--- config.mk ---
export PLATFORM = sky130hd
export DESIGN_NAME = sysex_firmware_flash_loader
export DESIGN_NICKNAME = d
export VERILOG_FILES = /design/src/sfl_pkg.sv /design/src/sfl_front.sv /design/src/sfl_fifo.sv /design/src/sfl_back.sv /design/src/sysex_firmware_flash_loader.sv
export SDC_FILE = /design/constraint.sdc
export NUM_CORES = 1
export LEC_CHECK = 0
export ABC_AREA = 0
export BUFFER_PORTS_ARGS = -buffer_cell sky130_fd_sc_hd__buf_4
export CORE_ASPECT_RATIO = 0.5
export CORE_UTILIZATION = 60
export CTS_CLUSTER_SIZE = 14
export DETAILED_ROUTE_END_ITERATION = 12
export PLACE_DENSITY_LB_ADDON = 0.12
export SKIP_CTS_REPAIR_TIMING = 1
export SLEW_MARGIN = 20
export SYNTH_ARGS = -nofsm -noshare
export SYNTH_HDL_FRONTEND = slang
export SYNTH_SLANG_ARGS = --single-unit
--- constraint.sdc ---
create_clock -name clk -period 8.7 [get_ports clk]
set_input_delay 1.305 -clock clk [delete_from_list [all_inputs] [get_ports clk]]
set_output_delay 1.305 -clock clk [all_outputs]
set_load 0.01 [all_outputs]
--- src/sfl_pkg.sv ---
`default_nettype none

package sfl_pkg;

  localparam int unsigned FLASH_AW   = 24;
  localparam int unsigned WORD_W     = 16;
  localparam int unsigned APB_AW     = 4;
  localparam int unsigned APB_DW     = 32;
  localparam int unsigned QDEPTH     = 2;
  localparam int unsigned QPTR_W     = 1;
  localparam int unsigned QCNT_W     = 2;

  localparam logic [7:0] SYSEX_START = 8'hF0;
  localparam logic [7:0] SYSEX_STOP  = 8'hF7;
  localparam logic [1:0] HDR_DONE    = 2'd3;

  typedef enum logic [1:0] {
    OP_ERASE    = 2'd0,
    OP_WRITE    = 2'd1,
    OP_FINALISE = 2'd2,
    OP_RESET    = 2'd3
  } flash_op_t;

  typedef enum logic [1:0] {
    REG_MFR  = 2'd0,
    REG_DEV  = 2'd1,
    REG_PAGE = 2'd2,
    REG_BOOT = 2'd3
  } cfg_reg_t;

  typedef struct packed {
    logic [6:0]          mfr;
    logic [6:0]          dev;
    logic [4:0]          page_log2;
    logic [FLASH_AW-1:0] boot_start;
  } cfg_t;

  // ops bit n requests flash_op n; results go out lowest bit first
  typedef struct packed {
    logic [3:0]          ops;
    logic [FLASH_AW-1:0] addr;
    logic [WORD_W-1:0]   word;
  } job_t;

endpackage

`default_nettype wire

--- src/sfl_front.sv ---
`default_nettype none

module sfl_front #(
  parameter int unsigned ADDRESS_BITS = 24
) (
  input  wire logic              clk,
  input  wire logic              rst_n,
  input  wire logic              in_valid,
  input  wire logic [7:0]        in_rx_byte,
  input  wire logic              q_full,
  input  wire sfl_pkg::cfg_t     cfg,
  output logic                   push,
  output sfl_pkg::job_t          job
);

  localparam int unsigned AW = ADDRESS_BITS;
  localparam int unsigned CW = (AW > sfl_pkg::FLASH_AW) ? AW : sfl_pkg::FLASH_AW;

  logic [1:0]    hdr_r, hdr_nxt;
  logic [1:0]    phase_r, phase_nxt;
  logic          hi_r, hi_nxt;
  logic [7:0]    low_r, low_nxt;
  logic [AW-1:0] wa_r, wa_nxt;

  logic [7:0]    expect_byte;
  logic [AW-1:0] pmask;
  logic [AW-1:0] wa_inc;
  logic [7:0]    merged;
  logic          on_page;
  logic          below_boot;

  always_comb begin
    for (int i = 0; i < AW; i++) begin
      pmask[i] = (i < int'(cfg.page_log2));
    end
  end

  always_comb begin
    hdr_nxt   = hdr_r;
    phase_nxt = phase_r;
    hi_nxt    = hi_r;
    low_nxt   = low_r;
    wa_nxt    = wa_r;
    push      = 1'b0;
    job       = '0;

    unique case (hdr_r)
      2'd0:    expect_byte = sfl_pkg::SYSEX_START;
      2'd1:    expect_byte = {1'b0, cfg.mfr};
      default: expect_byte = {1'b0, cfg.dev};
    endcase

    wa_inc     = wa_r + AW'(2);
    merged     = {hi_r | in_rx_byte[7], in_rx_byte[6:0]};
    on_page    = ((wa_r & pmask) == '0);
    below_boot = (CW'(wa_r) < CW'(cfg.boot_start));
    job.addr   = sfl_pkg::FLASH_AW'(wa_r);

    if (in_valid && !q_full) begin
      if (hdr_r != sfl_pkg::HDR_DONE) begin
        if (in_rx_byte != expect_byte) begin
          hdr_nxt   = '0;
          phase_nxt = '0;
          hi_nxt    = 1'b0;
          low_nxt   = '0;
          wa_nxt    = '0;
          push      = 1'b1;
          job.ops[sfl_pkg::OP_RESET] = 1'b1;
        end else begin
          hdr_nxt = hdr_r + 2'd1;
        end
      end else if (in_rx_byte == sfl_pkg::SYSEX_STOP) begin
        hdr_nxt   = '0;
        phase_nxt = '0;
        hi_nxt    = 1'b0;
        low_nxt   = '0;
        wa_nxt    = '0;
        push      = 1'b1;
        job.ops[sfl_pkg::OP_FINALISE] = !on_page;
        job.ops[sfl_pkg::OP_RESET]    = 1'b1;
      end else begin
        phase_nxt = phase_r + 2'd1;
        if (!phase_r[0]) begin
          hi_nxt = (in_rx_byte != 8'd0);
        end else begin
          hi_nxt = 1'b0;
          if (!phase_r[1]) begin
            low_nxt = merged;
          end else if (below_boot) begin
            push     = 1'b1;
            wa_nxt   = wa_inc;
            job.word = {merged, low_r};
            job.ops[sfl_pkg::OP_ERASE]    = on_page;
            job.ops[sfl_pkg::OP_WRITE]    = 1'b1;
            job.ops[sfl_pkg::OP_FINALISE] = ((wa_inc & pmask) == '0);
          end
        end
      end
    end
  end

  always_ff @(posedge clk) begin
    if (!rst_n) begin
      hdr_r   <= '0;
      phase_r <= '0;
      hi_r    <= 1'b0;
      low_r   <= '0;
      wa_r    <= '0;
    end else begin
      hdr_r   <= hdr_nxt;
      phase_r <= phase_nxt;
      hi_r    <= hi_nxt;
      low_r   <= low_nxt;
      wa_r    <= wa_nxt;
    end
  end

endmodule

`default_nettype wire

--- src/sfl_fifo.sv ---
`default_nettype none

module sfl_fifo (
  input  wire logic          clk,
  input  wire logic          rst_n,
  input  wire logic          push,
  input  wire sfl_pkg::job_t wr_job,
  input  wire logic          pop,
  output sfl_pkg::job_t      rd_job,
  output logic               full,
  output logic               empty
);

  sfl_pkg::job_t mem_r [sfl_pkg::QDEPTH];

  logic [sfl_pkg::QPTR_W-1:0] wp_r, wp_nxt;
  logic [sfl_pkg::QPTR_W-1:0] rp_r, rp_nxt;
  logic [sfl_pkg::QCNT_W-1:0] cnt_r, cnt_nxt;

  assign full   = (cnt_r == sfl_pkg::QCNT_W'(sfl_pkg::QDEPTH));
  assign empty  = (cnt_r == '0);
  assign rd_job = mem_r[rp_r];

  always_comb begin
    wp_nxt  = push ? wp_r + 1'b1 : wp_r;
    rp_nxt  = pop ? rp_r + 1'b1 : rp_r;
    cnt_nxt = cnt_r + sfl_pkg::QCNT_W'(push) - sfl_pkg::QCNT_W'(pop);
  end

  always_ff @(posedge clk) begin
    if (!rst_n) begin
      wp_r  <= '0;
      rp_r  <= '0;
      cnt_r <= '0;
    end else begin
      wp_r  <= wp_nxt;
      rp_r  <= rp_nxt;
      cnt_r <= cnt_nxt;
    end
  end

  always_ff @(posedge clk) begin
    if (push) begin
      mem_r[wp_r] <= wr_job;
    end
  end

endmodule

`default_nettype wire

--- src/sfl_back.sv ---
`default_nettype none

module sfl_back (
  input  wire logic                         clk,
  input  wire logic                         rst_n,
  input  wire sfl_pkg::job_t                head,
  input  wire logic                         q_empty,
  output logic                              pop,
  output logic                              out_valid,
  input  wire logic                         out_stall,
  output logic [1:0]                        out_flash_op,
  output logic [sfl_pkg::FLASH_AW-1:0]      out_flash_address,
  output logic [sfl_pkg::WORD_W-1:0]        out_write_word,
  output logic                              out_last
);

  logic [3:0] sent_r, sent_nxt;
  logic       valid_r, valid_nxt;

  sfl_pkg::flash_op_t               op_r;
  logic [sfl_pkg::FLASH_AW-1:0]     addr_r;
  logic [sfl_pkg::WORD_W-1:0]       word_r;
  logic                             last_r;

  logic [3:0]         rem;
  logic [3:0]         pick;
  logic [3:0]         rest;
  logic               adv;
  logic               load;
  sfl_pkg::flash_op_t pick_op;

  always_comb begin
    rem  = head.ops & ~sent_r;
    pick = rem & (~rem + 4'd1);
    rest = rem & ~pick;
    adv  = !valid_r || !out_stall;
    load = adv && !q_empty;
    pop  = load && (rest == 4'd0);

    unique case (pick)
      4'b0001: pick_op = sfl_pkg::OP_ERASE;
      4'b0010: pick_op = sfl_pkg::OP_WRITE;
      4'b0100: pick_op = sfl_pkg::OP_FINALISE;
      default: pick_op = sfl_pkg::OP_RESET;
    endcase

    sent_nxt  = sent_r;
    valid_nxt = valid_r;
    if (load) begin
      sent_nxt  = pop ? 4'd0 : (sent_r | pick);
      valid_nxt = 1'b1;
    end else if (adv) begin
      valid_nxt = 1'b0;
    end
  end

  always_ff @(posedge clk) begin
    if (!rst_n) begin
      sent_r  <= '0;
      valid_r <= 1'b0;
    end else begin
      sent_r  <= sent_nxt;
      valid_r <= valid_nxt;
    end
  end

  always_ff @(posedge clk) begin
    if (load) begin
      op_r   <= pick_op;
      addr_r <= (pick_op == sfl_pkg::OP_RESET) ? '0 : head.addr;
      word_r <= (pick_op == sfl_pkg::OP_WRITE) ? head.word : '0;
      last_r <= (rest == 4'd0);
    end
  end

  assign out_valid         = valid_r;
  assign out_flash_op      = op_r;
  assign out_flash_address = addr_r;
  assign out_write_word    = word_r;
  assign out_last          = last_r;

endmodule

`default_nettype wire

--- src/sysex_firmware_flash_loader.sv ---
// The first result of a byte passes through the command queue and then the output register.
// Throughput: one byte per cycle while the two-entry command queue has room;
// the result port sends one command per cycle while out_stall is low, and a byte yields up to three commands.
// A byte that yields no command never enters the queue.
// Reset (rst_n low, synchronous): parser, queue and output valid clear;
// config registers return to their defaults.
`default_nettype none

module sysex_firmware_flash_loader #(
  parameter int unsigned ADDRESS_BITS = 24
) (
  input  wire logic                             clk,
  input  wire logic                             rst_n,
  input  wire logic                             in_valid,
  output logic                                  in_stall,
  input  wire logic [7:0]                       in_rx_byte,
  output logic                                  out_valid,
  input  wire logic                             out_stall,
  output logic [1:0]                            out_flash_op,
  output logic [sfl_pkg::FLASH_AW-1:0]          out_flash_address,
  output logic [sfl_pkg::WORD_W-1:0]            out_write_word,
  output logic                                  out_last,
  input  wire logic                             psel,
  input  wire logic                             penable,
  input  wire logic                             pwrite,
  input  wire logic [sfl_pkg::APB_AW-1:0]       paddr,
  input  wire logic [sfl_pkg::APB_DW-1:0]       pwdata,
  output logic [sfl_pkg::APB_DW-1:0]            prdata,
  output logic                                  pready
);

  sfl_pkg::cfg_t cfg_r;
  sfl_pkg::job_t push_job;
  sfl_pkg::job_t head_job;
  logic          push;
  logic          pop;
  logic          q_full;
  logic          q_empty;
  logic          cfg_wr;

  assign pready   = 1'b1;
  assign cfg_wr   = psel && penable && pwrite && pready;
  assign in_stall = q_full;

  always_ff @(posedge clk) begin
    if (!rst_n) begin
      cfg_r.mfr        <= 7'd125;
      cfg_r.dev        <= 7'd0;
      cfg_r.page_log2  <= 5'd7;
      cfg_r.boot_start <= sfl_pkg::FLASH_AW'(61440);
    end else if (cfg_wr) begin
      unique case (sfl_pkg::cfg_reg_t'(paddr[3:2]))
        sfl_pkg::REG_MFR:  cfg_r.mfr        <= pwdata[6:0];
        sfl_pkg::REG_DEV:  cfg_r.dev        <= pwdata[6:0];
        sfl_pkg::REG_PAGE: cfg_r.page_log2  <= pwdata[4:0];
        sfl_pkg::REG_BOOT: cfg_r.boot_start <= pwdata[sfl_pkg::FLASH_AW-1:0];
      endcase
    end
  end

  always_comb begin
    unique case (sfl_pkg::cfg_reg_t'(paddr[3:2]))
      sfl_pkg::REG_MFR:  prdata = sfl_pkg::APB_DW'(cfg_r.mfr);
      sfl_pkg::REG_DEV:  prdata = sfl_pkg::APB_DW'(cfg_r.dev);
      sfl_pkg::REG_PAGE: prdata = sfl_pkg::APB_DW'(cfg_r.page_log2);
      sfl_pkg::REG_BOOT: prdata = sfl_pkg::APB_DW'(cfg_r.boot_start);
    endcase
  end

  sfl_front #(
    .ADDRESS_BITS(ADDRESS_BITS)
  ) u_front (
    .clk        (clk),
    .rst_n      (rst_n),
    .in_valid   (in_valid),
    .in_rx_byte (in_rx_byte),
    .q_full     (q_full),
    .cfg        (cfg_r),
    .push       (push),
    .job        (push_job)
  );

  sfl_fifo u_fifo (
    .clk    (clk),
    .rst_n  (rst_n),
    .push   (push),
    .wr_job (push_job),
    .pop    (pop),
    .rd_job (head_job),
    .full   (q_full),
    .empty  (q_empty)
  );

  sfl_back u_back (
    .clk               (clk),
    .rst_n             (rst_n),
    .head              (head_job),
    .q_empty           (q_empty),
    .pop               (pop),
    .out_valid         (out_valid),
    .out_stall         (out_stall),
    .out_flash_op      (out_flash_op),
    .out_flash_address (out_flash_address),
    .out_write_word    (out_write_word),
    .out_last          (out_last)
  );

  a_no_overflow: assert property (@(posedge clk) disable iff (!rst_n)
    push |-> !q_full)
    else $error("command queue overflow");

  a_no_underflow: assert property (@(posedge clk) disable iff (!rst_n)
    pop |-> !q_empty)
    else $error("command queue underflow");

  a_reset_closes: assert property (@(posedge clk) disable iff (!rst_n)
    out_valid && (out_flash_op == sfl_pkg::OP_RESET) |->
      out_last && (out_flash_address == '0) && (out_write_word == '0))
    else $error("reset request malformed");

  a_word_only_on_write: assert property (@(posedge clk) disable iff (!rst_n)
    out_valid && (out_flash_op != sfl_pkg::OP_WRITE) |-> (out_write_word == '0))
    else $error("data on non-write command");

endmodule

`default_nettype wire

# Word level (Yosys, flattened, before mapping)

Memories as Yosys holds them, arrays and structs flattened. A register that Yosys moved wholly into a read port is not among the register bits.
Cells that the tools add are included.

Word-level logic and storage cells: 161
Memory bits (writable): 88
Memories: 1
Flip-flop bits (word level): 132
Bits of input ports: 51
Output and inout port bits: 78

Memory list:

| memory       | depth | width | rd ports | clocked after Yosys merged registers in | wr ports | line           | source |
|---|---|---|---|---|---|---|---|
| u_fifo.mem_r | 2     | 44    | 1        | 1                                       | 1        | sfl_fifo.sv:14 | `sfl_pkg::job_t mem_r [sfl_pkg::QDEPTH];` |

Reductions and logical operators: 31
Bitwise gates (word level): 10
$lt $le $gt $ge: 25
Equality and inequality tests: 15
Mux-type cells: 53
Add/sub/neg operators: 8

Operators by type and width:

| kind                  | number |
|---|---|
| $mux 24               | 6 |
| $pmux 32 s4           | 1 |
| $mux 16               | 6 |
| $and 24x24->24        | 2 |
| $logic_not 24->1      | 2 |
| $lt 4x5->1 const A    | 8 |
| $lt 5x5->1 const A    | 8 |
| $mux 8                | 5 |
| $add 24x2->24 const B | 1 |
| $lt 24x24->1          | 1 |
| $lt 3x5->1 const A    | 4 |
| $mux 1                | 20 |
| $pmux 8 s2            | 1 |
| $mux 2                | 7 |
| $and 4x4->4           | 3 |
| $mux 3                | 4 |
| $not 4->4             | 3 |
| $reduce_and 2->1      | 6 |
| $lt 1x5->1 const A    | 2 |
| $lt 2x5->1 const A    | 2 |
| $reduce_bool 3->1     | 3 |
| $eq 2x2->1 const B    | 4 |
| $eq 8x8->1 const B    | 1 |
| $mux 4                | 2 |
| other kinds (24)      | 40 |

# Depth between registers and ports, before layout

Gate-level depths: netlist (run 1).

Word-level depth: 11
Depth in mapped cells: 17
Gate-level depth less buffers: 14

# Modules after synthesis

A second synthesis (run 1) with hierarchy kept.

Cell total of the unflattened synthesis: 1030
Area total of the unflattened synthesis: 11299.6 um^2

Modules (own cells, without submodules):

| module                      | area an instance (um^2) | cells each | seq. area each (um^2) | instances |
|---|---|---|---|---|
| sfl_front                   | 3792.4                  | 528        | 720.7                 | 1 |
| sfl_fifo                    | 3604.7                  | 158        | 2742.6                | 1 |
| sysex_firmware_flash_loader | 2057.0                  | 224        | 860.8                 | 1 |
| sfl_back                    | 1845.5                  | 120        | 1391.3                | 1 |

# Least setup slack after synthesis (run 1)

OpenSTA, ideal clock, no wires.

Kind: in2reg
Start point: input out_stall
End point: register u_fifo.cnt_r[1] (netlist bit)
Stages on the path: 9
Required time: 8.572 ns
Slack: 3.787 ns
Data arrival time: 4.785 ns
Library setup time: 0.128 ns
Cells stage by stage: a21oi_1 nand2_1 inv_1 ha_1 inv_1 ha_1 xor2_1 xnor2_1 nor2_1

Cells in the longest elaborated chain, start to end: 5

Ends and longest elaborated chain:

| item                 | line                              | source |
|---|---|---|
| from (decl)          | sysex_firmware_flash_loader.sv:18 | `input wire logic out_stall,` |
| $logic_not 1->1      | sfl_back.sv:36                    | `adv = !valid_r \|\| !out_stall;` |
| $logic_or 1x1->1     | sfl_back.sv:36                    |  |
| $logic_and 1x1->1    | sfl_back.sv:37                    | `load = adv && !q_empty;` |
| $logic_and 1x1->1    | sfl_back.sv:38                    | `pop = load && (rest == 4'd0);` |
| via pop              | sysex_firmware_flash_loader.sv:36 | `logic pop;` |
| $sub 2x1->2          | sfl_fifo.sv:27                    | `cnt_nxt = cnt_r + sfl_pkg::QCNT_W'(push) - sfl_pkg::QCNT_W'(pop);` |
| to (signal assigned) | sfl_fifo.sv:38                    | `cnt_r <= cnt_nxt;` |
| to (decl)            | sfl_fifo.sv:18                    | `logic [sfl_pkg::QCNT_W-1:0] cnt_r, cnt_nxt;` |

The timed path passes the listed nets, and every way through them passes these cells.
A chain may end at the register's enable or synchronous reset.

# Worst setup path after layout (run 1)

Start point: register u_front.hdr_r[0]
End point: register u_fifo.cnt_r[1] (netlist bit)

Cells in the longest elaborated chain, start to end: 8
Elaborated cells on any way between the ends: 10
Classes of those cells: add/sub (2); eq/ne (3); mux (4); reduce/logical (1)

Ends and longest elaborated chain:

| item                                                 | line             | source |
|---|---|---|
| from (decl)                                          | sfl_front.sv:19  | `logic [1:0] hdr_r, hdr_nxt;` |
| from (signal assigned)                               | sfl_front.sv:110 | `hdr_r <= hdr_nxt;` |
| $eq 2x1->1 / $logic_not 2->1 (equally long branches) | sfl_front.sv:47  | `unique case (hdr_r)` |
| $pmux 8 s2                                           | sfl_front.sv:47  |  |
| $ne 8x8->1                                           | sfl_front.sv:61  | `if (in_rx_byte != expect_byte) begin` |
| $mux 1                                               | sfl_front.sv:61  |  |
| $mux 1 *                                             | sfl_front.sv:60  | `if (hdr_r != sfl_pkg::HDR_DONE) begin` |
| $mux 1 *                                             | sfl_front.sv:59  | `if (in_valid && !q_full) begin` |
| $add 2x1->2 *                                        | sfl_fifo.sv:27   |  |
| $sub 2x1->2 *                                        | sfl_fifo.sv:27   |  |

Every way passes the cells marked *; elsewhere a longest branch is shown, timed or not.

==> Implementation_results.wiki, run 1 <==
{| class="wikitable"
! Metric !! Value
|-
| Status || completed
|-
| Total leakage power || roughly 4.5 nW
|-
| Required time reported for the critical path endpoint || between 9000 and 10000 ps
|-
| Final period demand of the worst path || 4040 ps
|-
| Number of antenna diodes || 0
|-
| Avg Cell Area, Syn || 10.4 um2
|-
| Top-area cell type share of the netlist area || 37.0%
|-
| Actual transition at the worst max-transition pin || 989 ps
|-
| Clock Pin Slew Worst Setup and Hold Paths || about 60 ps
|-
| Hold crit path type || reg -> reg
|-
| Port Buffer Count || approximately 110
|-
| Dominant cell type by count on the critical path || sky130_fd_sc_hd__ha_1
|-
| Routability Congestion || ~0.89
|-
| Clock latency on the worst-skew pair || approximately 500 ps
|-
| Worst hold slack after final layout || 450 ps
|-
| Nets@finish || between 1000 and 1500
|-
| Count of vias placed by the detailed router || 7672
|-
| Number of filler instances in the final layout || between 1000 and 1500
|-
| Total count of max-transition violations in the final report || 0
|-
| Clock buffers created by TritonCTS || 20
|-
| Clock tree buffer depth || 3
|-
| Post-synthesis register bit count || between 200 and 250
|-
| DR WL met3 || approximately 2.0 mm
|-
| Placement Rows || 33
|-
| Number of iterations in the first detailed-routing pass || 5
|-
| Post-synthesis cell area || a little over 10000 um2
|-
| Share of the yosys chip area belonging to registers || a little over half
|-
| Biggest area consumer among synthesized cells || sky130_fd_sc_hd__edfxtp_1
|-
| Share of cells above drive strength 1 || approximately 15%
|-
| Core area || between 15000 and 20000 um2
|-
| Cell types occupying the most area after synthesis || sky130_fd_sc_hd__edfxtp_1 37%, sky130_fd_sc_hd__dfxtp_1 17%, sky130_fd_sc_hd__mux2i_1 5.6%
|-
| Number of flops mapped to enable cells by yosys || ~130
|-
| Final period utilization || between 40% and 50%
|-
| Die height || around 95 um
|-
| Top library cells by usage in the layout, fill and taps aside || 128 x sky130_fd_sc_hd__edfxtp_1, 115 x sky130_fd_sc_hd__buf_4, 109 x sky130_fd_sc_hd__nor2_1, 107 x sky130_fd_sc_hd__nand2_1, 88 x sky130_fd_sc_hd__dfxtp_1
|-
| Number of unique standard cell types used by synthesis || roughly 70
|-
| Area growth from synthesis to final layout || 13.5%
|-
| Die footprint || 17900 um2
|-
| Wire length of the first global-routing pass || about 37 mm
|-
| Setup ws final || around 4700 ps
|-
| Highest routed metal layer || met4
|-
| Global router's overall resource usage || 26.2%
|-
| Vias in the first global route || 7011
|-
| Setup TNS || 0 ps
|-
| Congestion Overflow GR || 0
|-
| Drt drc || 0
|-
| Antenna violations before repair || 0
|-
| H-Tree Level Count || 1
|-
| Post-Synthesis Cells || 1002
|-
| Wire length the detailed router placed on met1 || about 11 mm
|-
| Starting DRT DRC Count || approximately 660
|-
| Leading register cell type out of synthesis || sky130_fd_sc_hd__edfxtp_1
|-
| Kind of critical path || reg -> reg
|-
| Final setup violation count || 0
|-
| Final Hold Violating Endpoints || 0
|-
| Commonest non-fill, non-tap cell in the layout || sky130_fd_sc_hd__edfxtp_1
|-
| Estimated wirelength of the detail-placed design || ~16 mm
|-
| Crit end category || register
|-
| Areal power density over the cells || 243 nW/um2
|-
| Setup Slack @ Placement || about 4500 ps
|-
| Clock Tree Root || sky130_fd_sc_hd__clkbuf_16
|-
| Starting utilization of the core area || between 60% and 70%
|-
| Routed WL per cell || 17.8 um
|-
| Achievable clock frequency || between 200 and 250 MHz
|-
| Startpoint kind of the worst setup timing path || register
|-
| Crit path arrival time || 4390 ps
|-
| Routed via count divided by cell count || just under 6
|-
| CTS sink cnt || ~220
|-
| Max-slew headroom || roughly a third
|-
| Post-synthesis async set-or-reset flop share || 0%
|-
| Number of warnings printed during yosys synthesis || 0
|-
| Pin count of the biggest net entering global routing || a little over 70
|-
| Count of pins on the block boundary || approximately 130
|-
| Met2 routed WL || between 9 and 10 mm
|-
| Pwr Total || ~2.9 mW
|-
| Total Wirelength || around 23 mm
|-
| Worst setup skew after layout || 14.4 ps
|-
| TritonCTS clock tree || yes
|-
| Number of max-cap violations || 0
|-
| Worst-path cell with the longest stage delay || sky130_fd_sc_hd__a21o_1
|-
| Peak VDD IR || roughly 0.17 mV
|-
| Largest stage delay on the critical path || roughly 760 ps
|-
| Crit path cell chain || ha_1 -> nor2b_1 -> a211oi_1 -> xnor2_1 -> nor4_1 -> a21bo_2 -> a21o_1 -> ha_1 -> inv_1 -> ha_1 -> xor2_1 -> xnor2_1 -> nor2_1
|-
| Chip Width || ~190 um
|-
| Worst-path fanout max || 26
|-
| Number of nets with antenna violations after detailed routing || 0
|-
| Setup repair after global routing missed its margin || no
|}
[state kept, by name, summed over array words and instances (netlist names), named ones only]
name                      cells
cfg_r                        43
u_back.out_flash_address     23
u_back.out_flash_op           2
u_back.out_last               1
u_back.out_valid              1
u_back.out_write_word        16
u_back.sent_r                 4
u_fifo.cnt_r                  2
u_fifo.mem_r                 86
u_fifo.rp_r                   1
u_fifo.wp_r                   1
u_front.hdr_r                 2
u_front.hi_r                  1
u_front.low_r                 8
u_front.phase_r               2
u_front.wa_r                 23
[synthesized netlist by cell type, types with 3 or more instances]
master	n
sky130_fd_sc_hd__a211oi_1	11
sky130_fd_sc_hd__a21o_1	5
sky130_fd_sc_hd__a21oi_1	79
sky130_fd_sc_hd__a22oi_1	8
sky130_fd_sc_hd__a31oi_1	9
sky130_fd_sc_hd__and2_1	19
sky130_fd_sc_hd__and3_1	22
sky130_fd_sc_hd__and4_1	4
sky130_fd_sc_hd__buf_1	6
sky130_fd_sc_hd__buf_4	15
sky130_fd_sc_hd__buf_6	15
sky130_fd_sc_hd__clkbuf_1	35
sky130_fd_sc_hd__dfxtp_1	89
sky130_fd_sc_hd__edfxtp_1	128
sky130_fd_sc_hd__ha_1	29
sky130_fd_sc_hd__inv_1	38
sky130_fd_sc_hd__mux2i_1	58
sky130_fd_sc_hd__mux4_2	5
sky130_fd_sc_hd__nand2_1	107
sky130_fd_sc_hd__nand2b_1	9
sky130_fd_sc_hd__nand3_1	28
sky130_fd_sc_hd__nand3b_1	3
sky130_fd_sc_hd__nand4_1	11
sky130_fd_sc_hd__nor2_1	111
sky130_fd_sc_hd__nor2b_1	9
sky130_fd_sc_hd__nor3_1	21
sky130_fd_sc_hd__nor3b_1	4
sky130_fd_sc_hd__nor4_1	5
sky130_fd_sc_hd__o211ai_1	6
sky130_fd_sc_hd__o21a_1	4
sky130_fd_sc_hd__o21ai_0	31
sky130_fd_sc_hd__o22ai_1	5
sky130_fd_sc_hd__or3_1	5
sky130_fd_sc_hd__xnor2_1	9
sky130_fd_sc_hd__xor2_1	14
[per-stage QoR]
| stage | cell area (um2) | util, % | cells |
|---|---|---|---|
| 3_5_place_dp | 11200 | 67.1 | 1277 |
| 2_1_floorplan | 10400 | - | 1010 |
| 5_1_grt | 11800 | 70.9 | 1312 |
| 4_1_cts | 11800 | 70.9 | 1312 |
| 6_report | 11800 | 70.9 | 1312 |
| 3_3_place_gp | 11200 | 67.1 | 1277 |
[final timing paths]
check,from,endpoint,slack [ps],cells after the start
max reg2reg,u_front.hdr_r[0],u_fifo.cnt_r[1],4660,13
min reg2reg,u_front.low_r[7],u_front.low_r[7],450,2
min,u_front.low_r[7],u_front.low_r[7],450,2
max,u_front.hdr_r[0],u_fifo.cnt_r[1],4660,13
[power by group]
part	total, mW	internal, mW	switching [mW]
clock	0.862	0.495	0.366
sequential	1.38	1.31	0.0653
combinational	0.634	0.255	0.379
[routing by layer]
layer	track usage (%)	vias to the layer above
met5	0	-
met2	40.4	322
met4	4.07	0
met1	39.6	3621
li1	-	3702
met3	4.31	27
[layout make-up]
type                            count  area, um2  area share, %
Timing Repair Buffer              115        863           7.32
Clock inverter                      6       87.6          0.743
Clock buffer                       29        544           4.61
Sequential cell                   217       5630           47.7
Multi-Input combinational cell    678       4240           35.9
Tap cell                          227        284           2.41
Inverter                           40        150           1.27
[cell families after synthesis]
group | after synthesis | synth area share, %
AO/OA/AOI/OAI | 181 | 10.6
XOR/XNOR | 24 | 2.09
AND/OR/NAND/NOR | 370 | 17.0
multiplexers | 63 | 6.67
other | 2 | 0.0722
buffers and inverters | 115 | 5.83
flip-flops | 217 | 54.1
adder cells (fa/ha/maj) | 30 | 3.59
[critical path, delay by kind of cell, from the launching register on]
family          cells  cell delay, ps
compound gates      3            1440
fa+ha+maj           3             970
simple gates        3             520
xor+xnor            3             480
flops               1             400
buf+inv             1              60
Power figures use the tool's default switching activity.
==> inputs of run 2 (changes only) <==
CORE_UTILIZATION = 58   (was 60)
clock period = 4.05 ns   (was 8.7 ns; I/O delays follow)
==> Implementation_results.wiki, run 2 (synthesis results as in run 1) <==
{| class="wikitable"
! Metric !! Value
|-
| Achievable clock frequency || 288 MHz (+17%)
|-
| Port Buffer Count || 108 (unchanged)
|-
| Placement Rows || 34 (+3.0%)
|-
| Count of pins on the block boundary || 129 (unchanged)
|-
| Worst-case hold path end point || cfg_r[13]
|-
| Count of vias placed by the detailed router || 7840 (+2.2%)
|-
| Top library cells by usage in the layout, fill and taps aside || 136 x sky130_fd_sc_hd__buf_4, 128 x sky130_fd_sc_hd__edfxtp_1, 109 x sky130_fd_sc_hd__nor2_1, 107 x sky130_fd_sc_hd__nand2_1, 88 x sky130_fd_sc_hd__dfxtp_1
|-
| Hold crit path type || in -> reg
|-
| Final period utilization || 85.6% (+39 points)
|-
| CTS sink cnt || 217 (unchanged)
|-
| Number of max-cap violations || 0 (unchanged)
|-
| Drt drc || 1 (+1)
|-
| Worst-path fanout max || 23 (-12%)
|-
| Cell depth of the worst flop-to-flop path || 9 (-4)
|-
| Chip Width || 191 um (+1.7%)
|-
| Areal power density over the cells || 507 nW/um2 (+110%)
|-
| Dpl cell area || 11300 um2 (+1.6%)
|-
| Final period demand of the worst path || 3470 ps (-574 ps)
|-
| Status || finished with violations
|-
| Hold Path Origin || pwdata[13]
|-
| Peak VDD IR || 0.344 mV (+110%)
|-
| Post-route standard cell area excluding fillers || 11900 um2 (+1.1%)
|-
| Core Util, Final || 68.4% (-2.5 points)
|-
| Estimated wirelength of the detail-placed design || 16.8 mm (+7.1%)
|-
| Total count of max-transition violations in the final report || 0 (unchanged)
|-
| Area growth from synthesis to final layout || 14.7%
|-
| Clock buffers created by TritonCTS || 20 (unchanged)
|-
| Max FFs per register || 86 (unchanged)
|-
| Largest register by flop count || u_fifo.mem_r
|-
| Final Hold Violating Endpoints || 0 (unchanged)
|-
| Antenna violations before repair || 0 (unchanged)
|-
| Worst setup skew after layout || 7.78 ps (-6.61 ps)
|-
| Wire length of the first global-routing pass || 38.4 mm (+5.0%)
|-
| Clock Pin Slew Worst Setup and Hold Paths || 60 ps (about the same)
|-
| Worst flop-to-flop path endpoint || u_fifo.mem_r[0][27]
|-
| Vias in the first global route || 7217 (+2.9%)
|-
| TritonCTS clock tree || yes
|-
| Met2 routed WL || 10.1 mm (+1.2%)
|-
| Die height || 96.7 um (+1.7%)
|-
| Placed insts || 1306 (+2.3%)
|-
| Worst reg2reg startpoint || u_front.hdr_r[0]
|-
| Worst hold slack after final layout || 327 ps (-123 ps)
|-
| Nets@finish || 1174 (+1.9%)
|-
| Global router's overall resource usage || 26.5% (+0.37 points)
|-
| Actual transition at the worst max-transition pin || 1090 ps (+97.4 ps)
|-
| Max-slew headroom || 27.6% (-6.5 points)
|-
| Total leakage power || 4.61 nW (+2.1%)
|-
| Clock latency on the worst-skew pair || 500 ps (about the same)
|-
| Commonest non-fill, non-tap cell in the layout || sky130_fd_sc_hd__buf_4
|-
| Failing checks || DRC
|-
| Clock Tree Root || sky130_fd_sc_hd__clkbuf_16
|-
| Crit end category || register
|-
| Congestion Overflow GR || 0 (unchanged)
|-
| Total Wirelength || 24.2 mm (+4.0%)
|-
| Required time reported for the critical path endpoint || 4220 ps (-4830 ps)
|-
| Die footprint || 18500 um2 (+3.4%)
|-
| Clock tree buffer depth || 3 (unchanged)
|-
| Routability Congestion || 0.953 (+6.9%)
|-
| Pin count of the biggest net entering global routing || 58 (-18%)
|-
| Crit path arrival time || 3640 ps (-750 ps)
|-
| Setup repair after global routing missed its margin || no
|-
| Number of antenna diodes || 0 (unchanged)
|-
| Number of nets with antenna violations after detailed routing || 0 (unchanged)
|-
| Kind of critical path || reg -> reg
|-
| Startpoint kind of the worst setup timing path || register
|-
| Finished Layout Cells || 1342 (+2.3%)
|-
| Routed via count divided by cell count || 5.84 (about the same)
|-
| Final setup violation count || 0 (unchanged)
|-
| Number of iterations in the first detailed-routing pass || 9 (+4)
|-
| DR WL met3 || 2.32 mm (+19%)
|-
| Core area || 17400 um2 (+4.8%)
|-
| Largest registers ranked by flip-flop count || u_fifo.mem_r: 86 flops, cfg_r: 43 flops
|-
| Flop-to-flop setup slack || 580 ps (-4080 ps)
|-
| Hold Crit Depth || 3 (+1)
|-
| Starting DRT DRC Count || 642 (-3.0%)
|-
| Share of cells above drive strength 1 || 16.8% (+1.7 points)
|-
| Wire length the detailed router placed on met1 || 11.5 mm (+2.5%)
|-
| Routed WL per cell || 18.1 um (+1.7%)
|-
| Highest routed metal layer || met4
|-
| Starting utilization of the core area || 59.6% (-2.9 points)
|-
| H-Tree Level Count || 1 (unchanged)
|}
-- run 2: power breakdown --
| group | total, mW | leakage [nW] | switching (mW) | internal [mW] |
|---|---|---|---|---|
| combinational | 1.40 | 2.37 | 0.837 | 0.565 |
| clock | 1.72 | 0.280 | 0.792 | 0.929 |
| sequential | 2.93 | 1.96 | 0.109 | 2.82 |
| total | 6.05 | 4.61 | 1.74 | 4.31 |
-- run 2: how the worst max path moves through the flow --
stage	cells after the start	endpoint	from	slack, ps
finish	9	u_fifo.mem_r[0][27]	u_front.hdr_r[0]	580
CTS	9	u_fifo.mem_r[0][24]	u_front.hdr_r[0]	570
global placement	11	u_fifo.mem_r[0][29]	cfg_r[17]	660
floorplan	10	u_fifo.mem_r[0][0]	u_front.wa_r[19]	-350
global route	9	u_fifo.mem_r[0][24]	u_front.hdr_r[0]	370
detailed placement	9	u_fifo.mem_r[0][28]	u_front.hdr_r[0]	600
-- run 2: area by class of cell --
class	count	area (um2)
inverter	40	150
sequential	217	5630
multi-input combinational	678	4230
fill	1363	5520
tap	234	293
clock buffer	31	542
timing repair buffer	137	1040
clock inverter	5	38.8
-- run 2: layer usage --
layer / vias up / GRT usage, %
met3: 39 / 5.19
met1: 3701 / 42.0
met2: 367 / 37.6
li1: 3733 / -
met5: - / 0
met4: 0 / 5.19
-- run 2: through the flow --
| step | total power, mW | worst slack, ps | TNS (ps) |
|---|---|---|---|
| final | 6.05 | 583 | 0 |
| after detailed placement | 4.39 | 596 | 0 |
| after floorplan | 3.80 | -348 | -29910 |
| after global routing | 6.32 | 374 | 0 |
| after global placement | 4.34 | 661 | 0 |
| after CTS | 6.09 | 572 | 0 |
-- run 2: critical path, stage by stage, from the launching register on --
cell and delay (ps):
sky130_fd_sc_hd__dfxtp_1 410, sky130_fd_sc_hd__ha_1 500, sky130_fd_sc_hd__nor2b_1 90, sky130_fd_sc_hd__a211oi_1 360, sky130_fd_sc_hd__xor2_1 110, sky130_fd_sc_hd__and4_1 180, sky130_fd_sc_hd__a21bo_2 270, sky130_fd_sc_hd__a21o_1 220
sky130_fd_sc_hd__nor2_4 560, sky130_fd_sc_hd__buf_4 420
